==> config.mk <==
export PLATFORM = sky130hd
export DESIGN_NAME = framed_command_receiver_core
export DESIGN_NICKNAME = d
export VERILOG_FILES = /design/src/hdl/fcr_pkg.sv /design/src/hdl/fcr_frame_core.sv /design/src/hdl/framed_command_receiver_core.sv
export SDC_FILE = /design/constraint.sdc
export NUM_CORES = 1
export LEC_CHECK = 0
export ABC_CLOCK_PERIOD_IN_PS = 5140
export BUFFER_PORTS_ARGS = -buffer_cell sky130_fd_sc_hd__buf_2
export CAP_MARGIN = 20
export CORE_MARGIN = 10
export CORE_UTILIZATION = 54
export CTS_CLUSTER_SIZE = 28
export DETAILED_ROUTE_END_ITERATION = 8
export GPL_ROUTABILITY_DRIVEN = 0
export GPL_TIMING_DRIVEN = 0
export PLACE_DENSITY_LB_ADDON = 0.15
export SETUP_SLACK_MARGIN = 0.1
export SYNTH_ARGS = -nofsm -noshare
export SYNTH_HDL_FRONTEND = slang
export SYNTH_SLANG_ARGS = --single-unit
==> constraint.sdc <==
create_clock -name clk -period 5.14 [get_ports clk]
set_input_delay 0.257 -clock clk [delete_from_list [all_inputs] [get_ports clk]]
set_output_delay 0.257 -clock clk [all_outputs]
set_load 0.02 [all_outputs]
==> src/hdl/fcr_pkg.sv <==
// shared types and codes for the framed command receiver
`timescale 1ns / 1ps

package fcr_pkg;

    typedef struct packed
    {
        logic [7:0] rx_byte;
        logic       is_final;
    } byte_item_t;

    typedef struct packed
    {
        logic [2:0]  status;
        logic [7:0]  command;
        logic [7:0]  message_id;
        logic [7:0]  control;
        logic [7:0]  data0;
        logic [7:0]  data1;
        logic [7:0]  data2;
        logic [15:0] word12;
        logic [15:0] word34;
        logic [63:0] device_id;
        logic [2:0]  action;
    } frame_result_t;

    localparam logic [2:0] ST_OK       = 3'd0;
    localparam logic [2:0] ST_BAD_HEAD = 3'd1;
    localparam logic [2:0] ST_BAD_TAIL = 3'd2;
    localparam logic [2:0] ST_BAD_CRC  = 3'd3;
    localparam logic [2:0] ST_BAD_LEN  = 3'd4;

    localparam logic [2:0] ACT_NONE       = 3'd0;
    localparam logic [2:0] ACT_ACTIVATED  = 3'd1;
    localparam logic [2:0] ACT_INACTIVE   = 3'd2;
    localparam logic [2:0] ACT_REG_FAILED = 3'd3;
    localparam logic [2:0] ACT_UPLOAD_OPT = 3'd4;
    localparam logic [2:0] ACT_DIFF_OPT   = 3'd5;
    localparam logic [2:0] ACT_ALARM_OPT  = 3'd6;
    localparam logic [2:0] ACT_SAMPLE     = 3'd7;

    localparam logic [7:0] CMD_REGISTER = 8'hA1;
    localparam logic [7:0] CMD_UPLOAD   = 8'h30;
    localparam logic [7:0] CMD_DIFF     = 8'h33;
    localparam logic [7:0] CMD_ALARM    = 8'h32;
    localparam logic [7:0] CMD_SAMPLE   = 8'hA5;

    localparam logic [7:0]  HEAD_BYTE = 8'h68;
    localparam logic [7:0]  TAIL_BYTE = 8'h16;
    localparam logic [15:0] CRC_POLY  = 16'h1021;
    localparam logic [15:0] CRC_INIT  = 16'h0000;

    localparam int MIN_FRAME  = 19;
    localparam int DATA_BYTES = 10;

endpackage

==> src/hdl/fcr_frame_core.sv <==
// frame state, crc and result decode for one registered byte per cycle while step is high
`timescale 1ns / 1ps

module fcr_frame_core
    import fcr_pkg::*;
#(
    parameter int LEN_BITS = 16
)
(
    input  logic          clk,
    input  logic          rst_n,
    input  logic          step,
    input  byte_item_t    item,
    output frame_result_t result
);

    localparam int IDX_LEN_HI = 3;
    localparam int IDX_LEN_LO = 4;
    localparam int IDX_MID    = 5;
    localparam int IDX_CTL    = 6;
    localparam int IDX_CMD    = 15;
    localparam int IDX_DATA   = 16;
    localparam logic [LEN_BITS-1:0] IDX_MAX = '1;

    function automatic logic [15:0] crc_byte(input logic [15:0] crc, input logic [7:0] b);
        logic [15:0] c;
        c = crc ^ {b, 8'h00};
        for (int k = 0; k < 8; k++)
        begin
            if (c[15])
            begin
                c = {c[14:0], 1'b0} ^ CRC_POLY;
            end
            else
            begin
                c = {c[14:0], 1'b0};
            end
        end
        return c;
    endfunction

    logic [LEN_BITS-1:0] idx_reg, idx_next, idx_upd;
    logic [LEN_BITS-1:0] len_reg, len_next, len_upd;
    logic [15:0]         crc_reg, crc_next, crc_upd;
    logic                head_reg, head_next, head_upd;
    logic [15:0]         recent_reg, recent_next;
    logic [7:0]          mid_reg, mid_next, mid_upd;
    logic [7:0]          ctl_reg, ctl_next, ctl_upd;
    logic [7:0]          cmd_reg, cmd_next, cmd_upd;
    logic [7:0]          data_reg [DATA_BYTES];
    logic [7:0]          data_next [DATA_BYTES];
    logic [7:0]          data_upd [DATA_BYTES];

    logic       sat;
    logic       crc_hit;
    logic       fin;
    logic [7:0] b;
    logic [2:0] status;
    logic [2:0] action;

    always_comb
    begin
        b   = item.rx_byte;
        fin = item.is_final;
        sat = (idx_reg == IDX_MAX);

        head_upd = head_reg;
        len_upd  = len_reg;
        mid_upd  = mid_reg;
        ctl_upd  = ctl_reg;
        cmd_upd  = cmd_reg;
        for (int k = 0; k < DATA_BYTES; k++)
        begin
            data_upd[k] = data_reg[k];
        end

        if (!sat)
        begin
            if (idx_reg == '0)
            begin
                head_upd = (b == HEAD_BYTE);
            end
            if (idx_reg == LEN_BITS'(IDX_LEN_HI))
            begin
                len_upd = LEN_BITS'({b, 8'h00});
            end
            if (idx_reg == LEN_BITS'(IDX_LEN_LO))
            begin
                len_upd = len_reg | LEN_BITS'({8'h00, b});
            end
            if (idx_reg == LEN_BITS'(IDX_MID))
            begin
                mid_upd = b;
            end
            if (idx_reg == LEN_BITS'(IDX_CTL))
            begin
                ctl_upd = b;
            end
            if (idx_reg == LEN_BITS'(IDX_CMD))
            begin
                cmd_upd = b;
            end
            for (int k = 0; k < DATA_BYTES; k++)
            begin
                if (idx_reg == LEN_BITS'(IDX_DATA + k))
                begin
                    data_upd[k] = b;
                end
            end
        end

        crc_hit = !sat && (idx_reg >= LEN_BITS'(IDX_MID))
                  && (({1'b0, idx_reg} + (LEN_BITS+1)'(4)) <= {1'b0, len_upd});
        crc_upd = crc_hit ? crc_byte(crc_reg, b) : crc_reg;
        idx_upd = sat ? idx_reg : idx_reg + LEN_BITS'(1);

        // status in check order: head, tail, length, crc
        if (!head_upd)
        begin
            status = ST_BAD_HEAD;
        end
        else if (b != TAIL_BYTE)
        begin
            status = ST_BAD_TAIL;
        end
        else if ((idx_reg < LEN_BITS'(MIN_FRAME - 1)) || (len_upd < LEN_BITS'(MIN_FRAME)))
        begin
            status = ST_BAD_LEN;
        end
        else if (recent_reg != crc_upd)
        begin
            status = ST_BAD_CRC;
        end
        else
        begin
            status = ST_OK;
        end

        case (cmd_upd)
            CMD_REGISTER:
            begin
                if (data_upd[0] != 8'h00)
                begin
                    action = ACT_REG_FAILED;
                end
                else if (data_upd[1] == 8'h00)
                begin
                    action = ACT_INACTIVE;
                end
                else
                begin
                    action = ACT_ACTIVATED;
                end
            end
            CMD_UPLOAD: action = ACT_UPLOAD_OPT;
            CMD_DIFF:   action = ACT_DIFF_OPT;
            CMD_ALARM:  action = ACT_ALARM_OPT;
            CMD_SAMPLE: action = ACT_SAMPLE;
            default:    action = ACT_NONE;
        endcase

        result = '0;
        result.status = status;
        if (status == ST_OK)
        begin
            result.command    = cmd_upd;
            result.message_id = mid_upd;
            result.control    = ctl_upd;
            result.data0      = data_upd[0];
            result.data1      = data_upd[1];
            result.data2      = data_upd[2];
            result.word12     = {data_upd[1], data_upd[2]};
            result.word34     = {data_upd[3], data_upd[4]};
            result.device_id  = {data_upd[2], data_upd[3], data_upd[4], data_upd[5],
                                 data_upd[6], data_upd[7], data_upd[8], data_upd[9]};
            result.action     = action;
        end

        // frame end clears everything for the next frame
        if (fin)
        begin
            idx_next    = '0;
            len_next    = '0;
            crc_next    = CRC_INIT;
            head_next   = 1'b0;
            recent_next = '0;
            mid_next    = '0;
            ctl_next    = '0;
            cmd_next    = '0;
            for (int k = 0; k < DATA_BYTES; k++)
            begin
                data_next[k] = '0;
            end
        end
        else
        begin
            idx_next    = idx_upd;
            len_next    = len_upd;
            crc_next    = crc_upd;
            head_next   = head_upd;
            recent_next = {recent_reg[7:0], b};
            mid_next    = mid_upd;
            ctl_next    = ctl_upd;
            cmd_next    = cmd_upd;
            for (int k = 0; k < DATA_BYTES; k++)
            begin
                data_next[k] = data_upd[k];
            end
        end
    end

    always_ff @(posedge clk or negedge rst_n)
    begin
        if (!rst_n)
        begin
            idx_reg    <= '0;
            len_reg    <= '0;
            crc_reg    <= CRC_INIT;
            head_reg   <= 1'b0;
            recent_reg <= '0;
            mid_reg    <= '0;
            ctl_reg    <= '0;
            cmd_reg    <= '0;
            for (int k = 0; k < DATA_BYTES; k++)
            begin
                data_reg[k] <= '0;
            end
        end
        else if (step)
        begin
            idx_reg    <= idx_next;
            len_reg    <= len_next;
            crc_reg    <= crc_next;
            head_reg   <= head_next;
            recent_reg <= recent_next;
            mid_reg    <= mid_next;
            ctl_reg    <= ctl_next;
            cmd_reg    <= cmd_next;
            for (int k = 0; k < DATA_BYTES; k++)
            begin
                data_reg[k] <= data_next[k];
            end
        end
    end

endmodule

==> src/hdl/framed_command_receiver_core.sv <==
// top level of the framed command receiver: byte register, frame core, result register
`timescale 1ns / 1ps

// Takes one frame byte per transaction, head byte first, with is_final set on the tail
// byte, and gives one result transaction per frame: status and, for a good frame, header
// bytes, data bytes and action code. A byte can be taken in every cycle unless the result
// is stalled: each byte is registered, then the frame state, the one-byte crc-16 update
// and the result decode work on the registered byte, and the final byte's result goes to
// an output register. A stalled result holds the pipeline; the byte register still absorbs
// one more transaction. LEN_BITS sets the width of the byte counter and length field.

module framed_command_receiver_core
    import fcr_pkg::*;
#(
    parameter int LEN_BITS = 16
)
(
    input  logic          clk,
    input  logic          rst_n,
    input  logic          byte_valid,
    output logic          byte_stall,
    input  byte_item_t    byte_item,
    output logic          frame_valid,
    input  logic          frame_stall,
    output frame_result_t frame_result
);

    logic          item_valid_reg, item_valid_next;
    byte_item_t    item_reg;
    logic          frame_valid_reg, frame_valid_next;
    frame_result_t frame_reg;
    frame_result_t core_result;
    logic          advance;
    logic          step;
    logic          take;

    assign advance    = !frame_valid_reg || !frame_stall;
    assign step       = item_valid_reg && advance;
    assign byte_stall = item_valid_reg && !advance;
    assign take       = byte_valid && !byte_stall;

    always_comb
    begin
        item_valid_next = item_valid_reg;
        if (take)
        begin
            item_valid_next = 1'b1;
        end
        else if (advance)
        begin
            item_valid_next = 1'b0;
        end

        frame_valid_next = frame_valid_reg;
        if (advance)
        begin
            frame_valid_next = step && item_reg.is_final;
        end
    end

    fcr_frame_core #(
        .LEN_BITS (LEN_BITS)
    ) u_core (
        .clk    (clk),
        .rst_n  (rst_n),
        .step   (step),
        .item   (item_reg),
        .result (core_result)
    );

    always_ff @(posedge clk or negedge rst_n)
    begin
        if (!rst_n)
        begin
            item_valid_reg  <= 1'b0;
            frame_valid_reg <= 1'b0;
        end
        else
        begin
            item_valid_reg  <= item_valid_next;
            frame_valid_reg <= frame_valid_next;
        end
    end

    always_ff @(posedge clk)
    begin
        if (take)
        begin
            item_reg <= byte_item;
        end
        if (step && item_reg.is_final)
        begin
            frame_reg <= core_result;
        end
    end

    assign frame_valid  = frame_valid_reg;
    assign frame_result = frame_reg;

endmodule

==> metrics.yaml <==
final_layout:
  largest_reg_flops: 110
  nets: 1763
  syn_to_final_growth_pct: 17.9
  design_area_um2: 18400
  n_antenna_cell: 0
  layout-drive-gt1-share_pct: 22.1
  final_cells: 2134
timing:
  grt_setup_unrepaired: "false"
  finalSetupViolations: 0
  finalHoldViolCount: 0
  fmax_mhz: 205
  hold_slack_ns: 0.237
  period_minus_slack_ns: 4.88
  skew_ns: 0.0304
  post-route-period-util_pct: 94.9
  slew_violations: 0
  slew-limit-headroom_pct: 25.5
  worst-slew-pin-transition_ns: 1.11
logic_synthesis:
  synth_cell_types: 70
  synth_area_um2: 15600
  synth_common_cells: "nand2_1 (217), dfrtp_1 (171), o21ai_0 (134), edfxtp_1 (119), a21oi_1 (100)"
  avgSynthCellArea_um2: 10.3
  postSynth.asyncResetShare_pct: 59.0
  synth_top_cell_area_share_pct: 27.5
  synth_most_common_cell: "nand2_1"
  synth_compound_area_share_pct: 14.6
  synth_top_family_by_area: "simple AND/OR/NAND/NOR gates"
  synth_edf_count: 119
  synth.area.mux_share_pct: 3.61
  synth_seq_cells: 290
  synthAdderAreaFrac_pct: 2.01
  yosys-top-cells-area: "dfrtp_1 (27%), edfxtp_1 (23%), nand2_1 (5.2%)"
  yosys.area.top_type: "dfrtp_1"
  yosys_most_used_dff: "dfrtp_1"
  yosysWarnings: 0
  synth_xor_area_share_pct: 4.80
  syn_inst: 1507
  ys_seq_area_share_pct: 50.5
  synth_simple_gate_area_share_pct: 18.9
  syn-num-nets: 1545
min_path:
  min_path_type: "in2async"
critical_path:
  cp-end-kind: "register"
  cp.depth: 19
  path_buf_inv: 6
  start_kind: "register"
  cp_cell_sequence: "inv_1, ha_1, clkbuf_2, and2_1, clkbuf_2, nor2_2, nand2_1, buf_4, mux2i_1, ha_1, a21oi_1, o21ai_0, a221o_1, o31ai_4, a211oi_1, or2_1, clkbuf_4, buf_4, a2111oi_2"
  path_class: "reg2reg"
  r2r_cells: 19
  crit_family: "compound AO/OA/AOI/OAI gates"
  required_ns: 5.47
  max_stage_delay_ns: 0.46
  slowest_stage: "a2111oi_2"
  arrival_ns: 5.21
  crit_path_max_fanout: 10
route:
  post_drt_wl_per_cell_um: 21.3
  viasPerCell: 6.00
  drt_first_pass_iters: 6
  final_antenna_net_count: 0
  routed_wl_um: 45400
  vias: 12800
  drc: 0
  initialDrtViolationCount: 1373
power:
  leakagePower_nw: 7.54
  power_density_nw_per_um2: 370
  irDropWorstVdd_mv: 0.359
placed_design:
  dp_cells: 2058
  dp_hpwl_um: 32000
  place_area_um2: 16900
  port-buffer-count: 164
cts:
  worstSkewPairLatency_ns: 0.60
  clk_path_buf_depth: 3
  numCtsBuffers: 31
  cts.clk_slew.worst_paths_ns: 0.06
  root_buffer: "clkbuf_16"
  cts_sinks: 290
  cts_tree: "built"
  htreeDepth: 1
global_route:
  grt_max_degree: 102
  antenna_found_initial: 0
  grt_util_all_layers_pct: 24.2
  grt_overflow: 0
  grt_pass1_wl_um: 69400
  grt_pass1_vias: 12100
floorplanning:
  die_x_um: 190
  die_h_um: 190
  row_count: 62
  fp.dieArea_um2: 36000
  floorplan.initialDensity_pct: 54.5
  core-area_um2: 28500
  io_pins: 165
flow_run:
  drv_cap: 0
outcome:
  status: "finished, final reports clean"
report_power, final:
| group | switching (mW) | internal, mW | total [mW] |
|---|---|---|---|
| Clock | 0.935 | 1.29 | 2.23 |
| Combinational | 1.06 | 0.624 | 1.69 |
| Sequential | 0.197 | 2.68 | 2.88 |
stage by stage:
stage | utilization [%] | power [mW] | setup TNS (ns) | setup slack [ns]
4_1_cts | 63.6 | 6.74 | 0 | 0.141
5_1_grt | 64.3 | 7.09 | 0 | 0.124
3_5_place_dp | 59.3 | 4.49 | -66.89 | -0.726
3_3_place_gp | 59.1 | 4.44 | -260.97 | -1.72
2_1_floorplan | - | 4.02 | 0 | 0.345
6_report | 64.3 | 6.79 | 0 | 0.262
layer usage:
layer | GRT usage [%] | vias up | part of all wire [%]
met5 | 0 | - | 0
met4 | 8.70 | 0 | 3.3
met3 | 3.99 | 94 | 7.7
met2 | 39.1 | 570 | 47
met1 | 32.2 | 6241 | 42
li1 | - | 5899 | -
layout make-up:
cell class | instances | area (µm²)
well taps | 384 | 480
fillers | 2338 | 10200
clock buffers | 46 | 922
flip-flops and latches | 290 | 7850
multi-input cells | 1042 | 7000
plain buffers | 163 | 862
clock inverters | 12 | 108
inverters | 12 | 45.0
repair buffers | 185 | 1080
cells in the final DEF, fill, tap and decap left out, types with 31 or more instances in the layout:
cell / netlist / final
edfxtp_1: 119 / 119
buf_2: 18 / 180
clkbuf_16: 0 / 31
nor2_1: 43 / 42
xor2_1: 33 / 33
nor4_2: 32 / 39
mux2i_1: 55 / 55
nor2b_1: 41 / 41
nand2_1: 217 / 217
nor4_1: 69 / 58
clkbuf_1: 88 / 88
o21ai_0: 134 / 134
buf_4: 46 / 51
a21oi_1: 100 / 100
a22oi_1: 32 / 32
dfrtp_1: 171 / 170
worst paths after layout:
path,to,slack (ns),from
max,frame_result[129],0.26,u_core.idx_reg[1]
min,u_core.crc_reg[6],0.24,rst_n
max reg2reg,frame_result[129],0.26,u_core.idx_reg[1]
min reg2reg,u_core.data_reg[30],0.48,u_core.data_reg[30]
max in group asynchronous,u_core.data_reg[26],3.98,rst_n
min in group clk,item_reg[6],0.39,byte_item[6]
cells by family after synthesis:
family / count (synthesis)
xor gates and xnor gates: 72
and+or+nand+nor: 535
AOI/OAI and AO/OA: 354
muxes: 56
DFF: 290
buffers and inverters: 175
adders and majority gates: 25
repair_timing:
action,4_1_cts,5_1_grt
endpoints found under the hold margin,81,0
setup buffers,1,4
pin swaps,1,2
setup endpoints to repair,123,117
hold buffers,13,0
resized for setup,10,30
(Power assumes the default switching activity.)
